==> src/hw/rtl/dlp_rsp_pkg.sv <==
// shared types and codes for the desktop-link response argument parser
// no dependencies; used by every module of the block
`default_nettype none

package dlp_rsp_pkg;

  // parser phases
  localparam logic [1:0] PH_IDLE = 2'd0;
  localparam logic [1:0] PH_HEAD = 2'd1;
  localparam logic [1:0] PH_ARGH = 2'd2;
  localparam logic [1:0] PH_DATA = 2'd3;

  // argument header kinds
  localparam logic [1:0] KIND_TINY  = 2'd0;
  localparam logic [1:0] KIND_SMALL = 2'd2;
  localparam logic [1:0] KIND_LONG  = 2'd3;

  // argument header lengths in bytes
  localparam logic [2:0] HDR_LEN_TINY  = 3'd2;
  localparam logic [2:0] HDR_LEN_SMALL = 3'd4;
  localparam logic [2:0] HDR_LEN_LONG  = 3'd6;

  // header byte positions
  localparam logic [2:0] HB_ID     = 3'd0;
  localparam logic [2:0] HB_ARGC   = 3'd1;
  localparam logic [2:0] HB_ERR_HI = 3'd2;

  // byte roles
  localparam logic [2:0] ROLE_ARG_HDR  = 3'd4;
  localparam logic [2:0] ROLE_ARG_DATA = 3'd5;
  localparam logic [2:0] ROLE_IGNORED  = 3'd6;

  // status codes
  localparam logic [2:0] ST_BUSY      = 3'd0;
  localparam logic [2:0] ST_OK        = 3'd1;
  localparam logic [2:0] ST_NOT_RESP  = 3'd2;
  localparam logic [2:0] ST_BAD_ID    = 3'd3;
  localparam logic [2:0] ST_TRUNCATED = 3'd4;

  // bit masks
  localparam logic [7:0] RESP_BIT  = 8'h80;
  localparam logic [7:0] KIND_MASK = 8'hc0;
  localparam logic [7:0] KIND_LONG_BITS  = 8'hc0;
  localparam logic [7:0] KIND_SMALL_BITS = 8'h80;

  typedef struct packed {
    logic [7:0] in_byte;
    logic       first_byte;
    logic       last_byte;
    logic [6:0] expected_id;
  } in_item_t;

  typedef struct packed {
    logic [2:0]  byte_role;
    logic [7:0]  resp_argc;
    logic [15:0] resp_error;
    logic [7:0]  arg_index;
    logic [13:0] arg_ident;
    logic [31:0] arg_length;
    logic        arg_header_done;
    logic [31:0] data_offset;
    logic [7:0]  data_byte;
    logic [2:0]  status;
    logic        message_done;
  } result_t;

endpackage

`default_nettype wire

==> src/hw/rtl/dlp_rsp_in_stage.sv <==
// input register of the response parser: holds one accepted beat
// depends on dlp_rsp_pkg
`default_nettype none

module dlp_rsp_in_stage (
  input  wire logic                clk,
  input  wire logic                rst,
  input  wire logic                in_valid,
  output logic                     in_ready,
  input  wire dlp_rsp_pkg::in_item_t in_item,
  input  wire logic                take,
  output logic                     item_valid,
  output dlp_rsp_pkg::in_item_t    item
);

  assign in_ready = !item_valid || take;

  always_ff @(posedge clk) begin
    if (rst) begin
      item_valid <= 1'b0;
    end else if (in_ready) begin
      item_valid <= in_valid;
    end
  end

  always_ff @(posedge clk) begin
    if (in_ready && in_valid) begin
      item <= in_item;
    end
  end

endmodule

`default_nettype wire

==> src/hw/rtl/dlp_rsp_core.sv <==
// parser state and single-pass byte decode of the response message
// depends on dlp_rsp_pkg
`default_nettype none

module dlp_rsp_core (
  input  wire logic                  clk,
  input  wire logic                  rst,
  input  wire logic                  step,
  input  wire dlp_rsp_pkg::in_item_t item,
  output dlp_rsp_pkg::result_t       result
);

  logic [1:0]  phase, phase_next;
  logic [2:0]  hbc, hbc_next;
  logic [1:0]  arg_kind, arg_kind_next;
  logic [6:0]  saved_id, saved_id_next;
  logic [7:0]  argc_seen, argc_seen_next;
  logic [7:0]  current_arg, current_arg_next;
  logic [15:0] error_seen, error_seen_next;
  logic [13:0] cur_ident, cur_ident_next;
  logic [31:0] cur_length, cur_length_next;
  logic [31:0] bytes_left, bytes_left_next;

  always_comb begin
    logic [7:0]  b;
    logic        active;
    logic        complete;
    logic        end_arg;
    logic [2:0]  hdr_end;
    logic [7:0]  arg_inc;

    b        = item.in_byte;
    complete = 1'b0;
    end_arg  = 1'b0;
    hdr_end  = dlp_rsp_pkg::HDR_LEN_TINY;

    if (item.first_byte) begin
      phase_next       = dlp_rsp_pkg::PH_HEAD;
      hbc_next         = '0;
      arg_kind_next    = dlp_rsp_pkg::KIND_TINY;
      saved_id_next    = item.expected_id;
      argc_seen_next   = '0;
      current_arg_next = '0;
      error_seen_next  = '0;
      cur_ident_next   = '0;
      cur_length_next  = '0;
      bytes_left_next  = '0;
    end else begin
      phase_next       = phase;
      hbc_next         = hbc;
      arg_kind_next    = arg_kind;
      saved_id_next    = saved_id;
      argc_seen_next   = argc_seen;
      current_arg_next = current_arg;
      error_seen_next  = error_seen;
      cur_ident_next   = cur_ident;
      cur_length_next  = cur_length;
      bytes_left_next  = bytes_left;
    end

    result           = '0;
    result.byte_role = dlp_rsp_pkg::ROLE_IGNORED;
    result.status    = dlp_rsp_pkg::ST_BUSY;
    result.arg_index = current_arg_next;
    active           = (phase_next != dlp_rsp_pkg::PH_IDLE);
    arg_inc          = current_arg_next + 8'd1;

    case (phase_next)
      dlp_rsp_pkg::PH_HEAD: begin
        result.byte_role = hbc_next;
        if (hbc_next == dlp_rsp_pkg::HB_ID) begin
          if ((b & dlp_rsp_pkg::RESP_BIT) == 8'd0) begin
            result.status       = dlp_rsp_pkg::ST_NOT_RESP;
            result.message_done = 1'b1;
            phase_next          = dlp_rsp_pkg::PH_IDLE;
            active              = 1'b0;
          end else if (b[6:0] != saved_id_next) begin
            result.status       = dlp_rsp_pkg::ST_BAD_ID;
            result.message_done = 1'b1;
            phase_next          = dlp_rsp_pkg::PH_IDLE;
            active              = 1'b0;
          end
          hbc_next = hbc_next + 3'd1;
        end else if (hbc_next == dlp_rsp_pkg::HB_ARGC) begin
          argc_seen_next = b;
          hbc_next       = hbc_next + 3'd1;
        end else if (hbc_next == dlp_rsp_pkg::HB_ERR_HI) begin
          error_seen_next = {b, 8'd0};
          hbc_next        = hbc_next + 3'd1;
        end else begin
          error_seen_next = {error_seen_next[15:8], b};
          if (argc_seen_next == 8'd0) begin
            complete = 1'b1;
            hbc_next = hbc_next + 3'd1;
          end else begin
            phase_next = dlp_rsp_pkg::PH_ARGH;
            hbc_next   = '0;
          end
        end
      end
      dlp_rsp_pkg::PH_ARGH: begin
        result.byte_role = dlp_rsp_pkg::ROLE_ARG_HDR;
        if (hbc_next == 3'd0) begin
          if ((b & dlp_rsp_pkg::KIND_MASK) == dlp_rsp_pkg::KIND_LONG_BITS) begin
            arg_kind_next = dlp_rsp_pkg::KIND_LONG;
          end else if ((b & dlp_rsp_pkg::KIND_MASK) == dlp_rsp_pkg::KIND_SMALL_BITS) begin
            arg_kind_next = dlp_rsp_pkg::KIND_SMALL;
          end else begin
            arg_kind_next = dlp_rsp_pkg::KIND_TINY;
          end
          cur_ident_next  = {8'd0, b[5:0]};
          cur_length_next = '0;
        end else if (arg_kind_next == dlp_rsp_pkg::KIND_LONG) begin
          if (hbc_next == 3'd1) begin
            cur_ident_next = {cur_ident_next[5:0], b};
          end else begin
            cur_length_next = {cur_length_next[23:0], b};
          end
        end else if (arg_kind_next == dlp_rsp_pkg::KIND_SMALL) begin
          if (hbc_next >= 3'd2) begin
            cur_length_next = {cur_length_next[23:0], b};
          end
        end else begin
          cur_length_next = {24'd0, b};
        end
        if (arg_kind_next == dlp_rsp_pkg::KIND_LONG) begin
          hdr_end = dlp_rsp_pkg::HDR_LEN_LONG;
        end else if (arg_kind_next == dlp_rsp_pkg::KIND_SMALL) begin
          hdr_end = dlp_rsp_pkg::HDR_LEN_SMALL;
        end
        hbc_next = hbc_next + 3'd1;
        if (hbc_next >= hdr_end) begin
          result.arg_header_done = 1'b1;
          if (cur_length_next == 32'd0) begin
            end_arg = 1'b1;
          end else begin
            bytes_left_next = cur_length_next;
            phase_next      = dlp_rsp_pkg::PH_DATA;
          end
        end
      end
      dlp_rsp_pkg::PH_DATA: begin
        result.byte_role   = dlp_rsp_pkg::ROLE_ARG_DATA;
        result.data_byte   = b;
        result.data_offset = cur_length_next - bytes_left_next;
        bytes_left_next    = bytes_left_next - 32'd1;
        if (bytes_left_next == 32'd0) begin
          end_arg = 1'b1;
        end
      end
      default: begin
      end
    endcase

    // advance past a finished argument
    if (end_arg) begin
      current_arg_next = arg_inc;
      if (arg_inc == argc_seen_next) begin
        complete = 1'b1;
      end else begin
        phase_next = dlp_rsp_pkg::PH_ARGH;
        hbc_next   = '0;
      end
    end

    if (complete) begin
      result.status       = item.last_byte ? dlp_rsp_pkg::ST_OK : dlp_rsp_pkg::ST_TRUNCATED;
      result.message_done = 1'b1;
      phase_next          = dlp_rsp_pkg::PH_IDLE;
    end else if (active && item.last_byte) begin
      result.status       = dlp_rsp_pkg::ST_TRUNCATED;
      result.message_done = 1'b1;
      phase_next          = dlp_rsp_pkg::PH_IDLE;
    end

    result.resp_argc  = argc_seen_next;
    result.resp_error = error_seen_next;
    result.arg_ident  = cur_ident_next;
    result.arg_length = cur_length_next;
  end

  always_ff @(posedge clk) begin
    if (rst) begin
      phase       <= dlp_rsp_pkg::PH_HEAD;
      hbc         <= '0;
      arg_kind    <= dlp_rsp_pkg::KIND_TINY;
      saved_id    <= '0;
      argc_seen   <= '0;
      current_arg <= '0;
      error_seen  <= '0;
      cur_ident   <= '0;
      cur_length  <= '0;
      bytes_left  <= '0;
    end else if (step) begin
      phase       <= phase_next;
      hbc         <= hbc_next;
      arg_kind    <= arg_kind_next;
      saved_id    <= saved_id_next;
      argc_seen   <= argc_seen_next;
      current_arg <= current_arg_next;
      error_seen  <= error_seen_next;
      cur_ident   <= cur_ident_next;
      cur_length  <= cur_length_next;
      bytes_left  <= bytes_left_next;
    end
  end

endmodule

`default_nettype wire

==> src/hw/rtl/dlp_rsp_out_stage.sv <==
// result register of the response parser: holds one beat until taken
// depends on dlp_rsp_pkg
`default_nettype none

module dlp_rsp_out_stage (
  input  wire logic                 clk,
  input  wire logic                 rst,
  input  wire logic                 load,
  input  wire dlp_rsp_pkg::result_t load_result,
  output logic                      room,
  output logic                      out_valid,
  input  wire logic                 out_ready,
  output dlp_rsp_pkg::result_t      out_result
);

  assign room = !out_valid || out_ready;

  always_ff @(posedge clk) begin
    if (rst) begin
      out_valid <= 1'b0;
    end else if (room) begin
      out_valid <= load;
    end
  end

  always_ff @(posedge clk) begin
    if (room && load) begin
      out_result <= load_result;
    end
  end

endmodule

`default_nettype wire

==> src/hw/rtl/dlp_response_arg_parser.sv <==
// top level of the desktop-link response argument parser
// depends on dlp_rsp_pkg, dlp_rsp_in_stage, dlp_rsp_core and dlp_rsp_out_stage
//
// One response byte comes in per beat, with tuser marking the first byte of a
// message and tlast its final byte; every byte gives exactly one result beat,
// which tags the byte with its role (header field, argument header, argument
// data) and carries the decoded argument count, error code, argument id and
// size, the data offset and, on the last result of a message, the status. The
// block takes one byte every clock cycle while results are taken; a byte passes
// through an input register, the decode and state update in one pass, and a
// result register. A result beat that waits on the output holds the byte
// behind it in the input register. There is no memory and no start-up pass.
`default_nettype none

module dlp_response_arg_parser (
  input  wire logic         clk,
  input  wire logic         rst,
  input  wire logic         s_axis_tvalid,
  output logic              s_axis_tready,
  input  wire logic [15:0]  s_axis_tdata,  // in_byte, expected_id, zero pad
  input  wire logic         s_axis_tlast,  // last_byte
  input  wire logic [0:0]   s_axis_tuser,  // first_byte
  output logic              m_axis_tvalid,
  input  wire logic         m_axis_tready,
  // resp_argc, resp_error, arg_index, arg_ident, arg_length, arg_header_done,
  // data_offset, data_byte, status, zero pad
  output logic [127:0]      m_axis_tdata,
  output logic              m_axis_tlast,  // message_done
  output logic [2:0]        m_axis_tuser   // byte_role
);

  dlp_rsp_pkg::in_item_t s_item;
  dlp_rsp_pkg::in_item_t item;
  dlp_rsp_pkg::result_t  step_result;
  dlp_rsp_pkg::result_t  out_result;
  logic                  item_valid;
  logic                  room;
  logic                  take;

  assign s_item.in_byte     = s_axis_tdata[7:0];
  assign s_item.expected_id = s_axis_tdata[14:8];
  assign s_item.first_byte  = s_axis_tuser[0];
  assign s_item.last_byte   = s_axis_tlast;

  assign take = item_valid && room;

  dlp_rsp_in_stage u_in_stage (
    .clk        (clk),
    .rst        (rst),
    .in_valid   (s_axis_tvalid),
    .in_ready   (s_axis_tready),
    .in_item    (s_item),
    .take       (take),
    .item_valid (item_valid),
    .item       (item)
  );

  dlp_rsp_core u_core (
    .clk    (clk),
    .rst    (rst),
    .step   (take),
    .item   (item),
    .result (step_result)
  );

  dlp_rsp_out_stage u_out_stage (
    .clk         (clk),
    .rst         (rst),
    .load        (take),
    .load_result (step_result),
    .room        (room),
    .out_valid   (m_axis_tvalid),
    .out_ready   (m_axis_tready),
    .out_result  (out_result)
  );

  assign m_axis_tdata = {6'd0,
                         out_result.status,
                         out_result.data_byte,
                         out_result.data_offset,
                         out_result.arg_header_done,
                         out_result.arg_length,
                         out_result.arg_ident,
                         out_result.arg_index,
                         out_result.resp_error,
                         out_result.resp_argc};
  assign m_axis_tlast = out_result.message_done;
  assign m_axis_tuser = out_result.byte_role;

endmodule

`default_nettype wire

==> config.mk <==
export PLATFORM = sky130hd
export DESIGN_NAME = dlp_response_arg_parser
export DESIGN_NICKNAME = d
export VERILOG_FILES = /design/src/hw/rtl/dlp_rsp_pkg.sv /design/src/hw/rtl/dlp_rsp_in_stage.sv /design/src/hw/rtl/dlp_rsp_core.sv /design/src/hw/rtl/dlp_rsp_out_stage.sv /design/src/hw/rtl/dlp_response_arg_parser.sv
export SDC_FILE = /design/constraint.sdc
export NUM_CORES = 1
export LEC_CHECK = 0
export ABC_AREA = 1
export BUFFER_PORTS_ARGS = -buffer_cell sky130_fd_sc_hd__buf_4
export CAP_MARGIN = 20
export CORE_MARGIN = 5
export CORE_UTILIZATION = 30
export DETAILED_ROUTE_END_ITERATION = 8
export GPL_ROUTABILITY_DRIVEN = 0
export GPL_TIMING_DRIVEN = 1
export PLACE_DENSITY = 0.5
export SKIP_CTS_REPAIR_TIMING = 1
export SLEW_MARGIN = 25
export SYNTH_ARGS = -nofsm -noshare
export SYNTH_HDL_FRONTEND = slang
export SYNTH_SLANG_ARGS = --single-unit
==> constraint.sdc <==
create_clock -name clk -period 5.2 [get_ports clk]
set_input_delay 0.78 -clock clk [delete_from_list [all_inputs] [get_ports clk]]
set_output_delay 0.78 -clock clk [all_outputs]
set_load 0.02 [all_outputs]
==> results of run 1 <==
-- path summary, 6_finish.rpt --
| check | from | end | cells past startpoint | slack, ns |
|---|---|---|---|---|
| worst max-delay path | u_in_stage.item[8] | u_core.bytes_left[10] | 20 | 0.97 |
| worst min-delay path | s_axis_tdata[14] | u_in_stage.item[6] | 1 | 0.39 |
| worst max register to register | u_in_stage.item[8] | u_core.bytes_left[10] | 20 | 0.97 |
| worst min register to register | u_core.hbc[0] | u_core.hbc[0] | 2 | 0.47 |
-- power breakdown --
group	internal [µW]	switching, µW	leakage [µW]
Sequential	2360	58.5	0.00241
Clock	1350	1040	0.000545
Combinational	339	796	0.00598
-- critical path, delay by kind of cell (launching register included) --
kind | cells | cell delay [ns]
simple gates | 12 | 2.34
compound gates | 4 | 0.61
flops | 1 | 0.46
buf+inv | 3 | 0.43
fa+ha+maj | 1 | 0.22
-- cells by family (layout without fill, tap and decap cells) --
| logic type | Yosys count | in the layout | synth area share [%] |
|---|---|---|---|
| XOR/XNOR | 23 | 23 | 1.24 |
| buffers and inverters | 408 | 531 | 10.2 |
| AND/OR/NAND/NOR | 980 | 980 | 25.4 |
| other | 1 | 6 | 0.0231 |
| adder cells (fa/ha/maj) | 29 | 29 | 2.28 |
| flip-flops | 269 | 269 | 42.0 |
| AO/OA/AOI/OAI | 575 | 575 | 18.9 |
-- layout by cell type, fill, tap and decap left out, types with 4 or more instances in the layout --
master	n
nor2_1	207
nor3_1	9
clkbuf_16	35
a21oi_1	190
clkbuf_1	5
buf_4	172
nand2_4	6
nand4_1	13
nor2_4	5
inv_1	279
inv_2	10
ha_1	27
o21ai_0	268
o21ai_1	31
conb_1	6
clkinv_1	5
inv_6	4
clkinv_2	7
o211ai_1	25
nand2_1	537
xnor2_1	4
nor2_2	13
xor2_1	19
edfxtp_1	143
nand3_1	157
a31oi_1	16
nand2_2	23
o22ai_1	17
dfxtp_1	126
-- cells in the mapped netlist (17+ instances only) --
master	number	share of area [%]
nand2_1	538	12
inv_1	280	6.5
o21ai_0	268	8.3
nor2_1	209	4.8
a21oi_1	191	5.9
nand3_1	157	4.8
edfxtp_1	143	26
dfxtp_1	126	16
clkbuf_1	72	1.7
o21ai_1	32	0.99
ha_1	28	2.2
o211ai_1	25	1.2
nand2_2	23	0.89
xor2_1	19	1.0
o22ai_1	17	0.66
-- layer usage --
metal / vias to the layer above / wire, µm
li1: 7768 / -
met1: 7293 / 24500
met2: 553 / 25900
met3: 93 / 3410
met4: 0 / 2130
met5: - / 0
-- state kept, by name, indices dropped and copies added, names as in the netlist --
name / cells
u_in_stage.item: 17
u_core.hbc: 3
u_core.bytes_left: 32
u_core.arg_kind: 2
u_core.current_arg: 8
u_core.error_seen: 16
u_core.cur_ident: 14
u_out_stage.out_result: 126
u_in_stage.item_valid: 1
u_out_stage.out_valid: 1
u_core.phase: 2
u_core.cur_length: 32
u_core.argc_seen: 8
u_core.saved_id: 7
-- final cells by class --
| type | instances | area (µm²) |
|---|---|---|
| flip-flops and latches | 269 | 6820 |
| clock inverters | 22 | 203 |
| repair buffers | 173 | 1310 |
| clock buffers | 42 | 922 |
| multi-input cells | 1613 | 7800 |
| inverters | 294 | 1110 |
| fillers | 5696 | 34700 |
| well taps | 696 | 871 |
-- per-stage QoR --
stage | instance area, µm² | util [%]
floorplan | 16200 | -
global placement | 17900 | 33.3
detailed placement | 17900 | 33.3
CTS | 19000 | 35.4
global route | 19000 | 35.4
finish | 19000 | 35.4
==> impl_metrics.toml, run 1 <==
[finish]
final_cells = 3109
n_antenna_cell = 0
fin_nets = 2437
area_delta_synth_final_pct = 17.3
drive_gt1_share_pct = 12.5

[clock_tree]
clk_pin_slew_ns = 0.07
htree_levels = 2
clock_sinks = 269
insertion_delay_ns = 0.57
numCtsBuffers = 35
cts_root_buf = "clkbuf_16"
clk_path_buf_depth = 3
tritoncts = "yes"

[placement]
dpl.hpwl_um = 39700
portBuffers = 148
dp.cells = 3045
place_ws_ns = 1.07

[yosys]
synth.avg_cell_area_um2 = 7.10
synth_warnings = 0
async_flop_share_pct = 0
synth_cells = 2285
synth_area_mm2 = 0.0162
synth_edf_count = 143
synth-seq-area-share_pct = 42.0
synth_seq_cells = 269
synth_cell_types = 52
synth_ff_type = "edfxtp_1"

[routing]
first_pass_iters = 8
ant_nets = 0
wire_per_inst_um = 18.0
drt_drc_violations_left = 0
first_iter_violations = 1271
vias_per_cell = 5.05
vias = 15707
drt_wl_total_um = 56000

[timing]
fmax_ghz = 0.236
fin_crit_ns = 4.23
hold_viol_final = 0
rsz0062_at_grt = "false"
drv_slew = 0
period_share_pct = 81.4
setup_tns_ns = 0
skew_ns = 0.0332
hold_ws_ns = 0.392
setup-violations-final = 0
worstMarginPinSlew_ns = 0.918
relSlewSlack_pct = 38.8
fin_ws_ns = 0.969

[worst_setup_path]
cp.required_ns = 5.66
critical_path_arrival_ns = 4.69
critical_path.max_stage_delay_ns = 0.54
critical_path_class = "reg2reg"
cp_cell_sequence = "buf_4 > nor2_2 > inv_1 > ha_1 > inv_1 > nand3_2 > o21ai_0 > o21ai_0 > nand2_1 > nand2_1 > nor2_1 > nand2_1 > nor2_1 > nand2_1 > nand2_2 > nand2_1 > nand3_1 > o21ai_0 > nand2_1 > a21oi_1"
crit_path_start_kind = "flip-flop"
crit_path_max_fanout = 33
cp_slowest_cell = "nand2_2"
critPathMostFrequentCell = "nand2_1"
end_kind = "flip-flop"

[floorplan]
die_y_um = 243
core_area_mm2 = 0.0537
core.rowCount = 85
dieWidth_um = 243
ioPinCount = 156
start_util_pct = 30.2
die_area_mm2 = 0.0588

[worst_hold_path]
hold_path_class = "in2reg"

[global_route]
grt-busiest-layer = "met2"
grt_overflow_total = 0
grt_use_met2_pct = 30.6
grt_pass1_wl_um = 86500
track_usage_pct = 18.3
antenna_found_initial = 0
grt_pass1_vias = 14851
met3_usage_pct = 2.90
grt_max_degree = 131
use_met1_pct = 24.0

[run]
max_cap_viol_count = 0

[power_and_ir_drop]
vdd_drop_max_mv = 0.179
power_uw = 5940
pwr_density_cell_mw_per_mm2 = 312
cellLeakagePower_uw = 0.00893

[outcome]
status = "complete, no violations"
(Power assumes the default switching activity.)
==> run 2: changes to the inputs <==
ABC_AREA = 0   (was 1)
clock period = 3.8 ns   (was 5.2 ns; I/O delays follow)
==> run 2 against run 1 <==
Net effect:
- via count shrank 5.3%
- synthesized cell count down 19%
- clock power grew 42%
==> impl_metrics.toml, run 2 <==
[yosys]
synth_edf_count = 143
async_flop_share_pct = 0
yosysTopAreaCellShare_pct = 26.8
synth_seq_cells = 269
synth.most_common_cell = "nand2_1"
synth_common_cells = "244 x nand2_1, 171 x a21oi_1, 144 x nor2_1"
synth_cells = 1854
synth_area_mm2 = 0.0160
synth_cell_types = 89
synthTopCellsByArea = "edfxtp_1 27%, dfxtp_1 16%, nand2_1 5.7%, a21oi_1 5.3%, mux2i_1 4.0%"
synth.avg_cell_area_um2 = 8.64
synth-seq-area-share_pct = 42.6
synth_warnings = 0
synth_ff_type = "edfxtp_1"
synth_largest_area_cell = "edfxtp_1"

[placement]
dpl.hpwl_um = 40000
portBuffers = 148
place_ws_ns = -0.0552

[timing]
fin_ws_ns = 0.145
hold_viol_final = 0
period_share_pct = 96.2
setup-violations-final = 0
fin_crit_ns = 3.66
drv_slew = 0
fmax_ghz = 0.274
skew_ns = 0.0200
worstMarginPinSlew_ns = 1.03
rsz0062_at_grt = "true"
relSlewSlack_pct = 31.1

[worst_setup_path]
cp.required_ns = 4.21
reg2regPathDepth = 16
worst_path_dominant_cell_family = "simple AND/OR/NAND/NOR gates"
cp_cell_sequence = "buf_6 > buf_6 > nor2b_4 > inv_1 > ha_4 > or4b_4 > o41ai_4 > a41oi_2 > a21o_1 > or3_4 > nor4_4 > buf_4 > nor3_1 > buf_4 > o21ai_0 > a21oi_1"
crit_start = "u_in_stage.item[8]"
end_kind = "flip-flop"
crit_cells = 16
critical_path_class = "reg2reg"
crit_path_start_kind = "flip-flop"
crit_path_max_fanout = 7
critical_path_arrival_ns = 4.07
cp_slowest_cell = "or4b_4"
critical_path.max_stage_delay_ns = 0.49
crit_buf_inv = 5
r2r-start = "u_in_stage.item[8]"

[power_and_ir_drop]
vdd_drop_max_mv = 0.255
cellLeakagePower_uw = 0.00768
pwr_density_cell_mw_per_mm2 = 358

[finish]
largest_reg_flops = 126
fin_nets = 2093
largest-register = "u_out_stage.out_result"
filler_cell_count = 5417
reg_top3 = "u_out_stage.out_result (126), u_core.bytes_left (32), u_core.cur_length (32)"
area_delta_synth_final_pct = 25.3
layout_commonest_cell = "buf_4"
n_antenna_cell = 0
layout_common_cells = "285 x buf_4, 240 x nand2_1, 164 x a21oi_1"
postLayoutCoreUtil_pct = 38.0
drive_gt1_share_pct = 22.5

[worst_hold_path]
hold_path_depth = 1
hp-start = "s_axis_tdata[11]"
hold_path_class = "in2reg"

[floorplan]
dieWidth_um = 241
die_area_mm2 = 0.0581
ioPinCount = 156
die_y_um = 241
start_util_pct = 30.4
core_area_mm2 = 0.0528
core.rowCount = 84

[clock_tree]
insertion_delay_ns = 0.56
htree_levels = 2
clock_sinks = 269
clk_path_buf_depth = 3
cts_root_buf = "clkbuf_16"
tritoncts = "yes"
numCtsBuffers = 35
clk_pin_slew_ns = 0.06

[global_route]
grt_pass1_vias = 14403
antenna_found_initial = 1
track_usage_pct = 18.7
grt_overflow_total = 0
grt_max_degree = 165
grt_pass1_wl_um = 85400

[run]
max_cap_viol_count = 0

[routing]
wire_per_inst_um = 20.6
vias = 14880
ant_nets = 0
drt_drc_violations_left = 0
vias_per_cell = 5.40
drt_wl_total_um = 56800
first_iter_violations = 1189
first_pass_iters = 5

[outcome]
status = "complete, no violations"
## run 2: changes by cell type after synthesis, moves of 23 or more
| cell | previous run | this run |
|---|---|---|
| clkbuf_1 | 72 | 122 |
| o21ai_0 | 268 | 96 |
| nor2b_1 | 0 | 65 |
| xnor2_1 | 4 | 31 |
| nor3_1 | 9 | 59 |
| o21ai_1 | 32 | 4 |
| nand2_2 | 23 | 0 |
| nand2b_1 | 0 | 45 |
| nand2_1 | 538 | 244 |
| inv_1 | 280 | 59 |
| nand3_1 | 157 | 42 |
| mux2i_1 | 0 | 64 |
| nor2_1 | 209 | 144 |
## run 2: cell type report
cell class	instances	area [µm²]	area share (%)
Sequential cell	269	6820	34.0
Clock inverter	19	194	0.966
Clock buffer	45	963	4.80
Inverter	61	241	1.20
Multi-Input combinational cell	1379	8680	43.3
Tap cell	688	861	4.29
Timing Repair Buffer	296	2310	11.5
## run 2: path summary, 6_finish.rpt
check                               end  slack (ns)
setup / recovery  u_core.current_arg[7]        0.14
setup reg to reg  u_core.current_arg[7]        0.14
hold / removal       u_in_stage.item[3]        0.19
hold reg to reg      u_core.saved_id[2]        0.45
## run 2: kinds of logic after synthesis
group,after synthesis,synth area share [%]
simple gates,725,22.4
mux,76,4.84
xor+xnor,47,2.57
buf+inv,211,5.26
flops,269,42.6
fa+ha+maj,34,2.62
other cells,1,0.0234
compound gates,491,19.7
## run 2: metrics by stage
stage	TNS [ns]	power, µW	cells	area, µm²	hold slack, ns
3_5_place_dp	-0.358	3860	2682	18700	0.446
4_1_cts	-1.13	7270	2746	19800	0.160
5_1_grt	-0.0882	7450	2757	20100	0.163
6_report	0	7180	2757	20100	0.186
2_1_floorplan	-6.28	3610	1859	16400	0.436
3_3_place_gp	-0.430	3850	2682	18700	0.441
## run 2: power by group
group	internal, µW	switching [µW]
Sequential	3140	40.6
Clock	1960	1420
Combinational	217	407
Total	5320	1860
## run 2: routing by layer
metal / global-route usage, % / share of wire, % / wire length, µm
met5: 0 / 0.023 / 13
met1: 24.5 / 43 / 24700
met4: 5.85 / 3.0 / 1720
met2: 31.2 / 48 / 27000
met3: 3.59 / 5.9 / 3370
## run 2: worst register-to-register path, delay by kind of cell (launching register included)
family          cells  cell delay (ns)
fa+ha+maj           1             0.16
simple gates        5             1.39
buf+inv             5             0.74
flops               1             0.34
compound gates      5             0.88
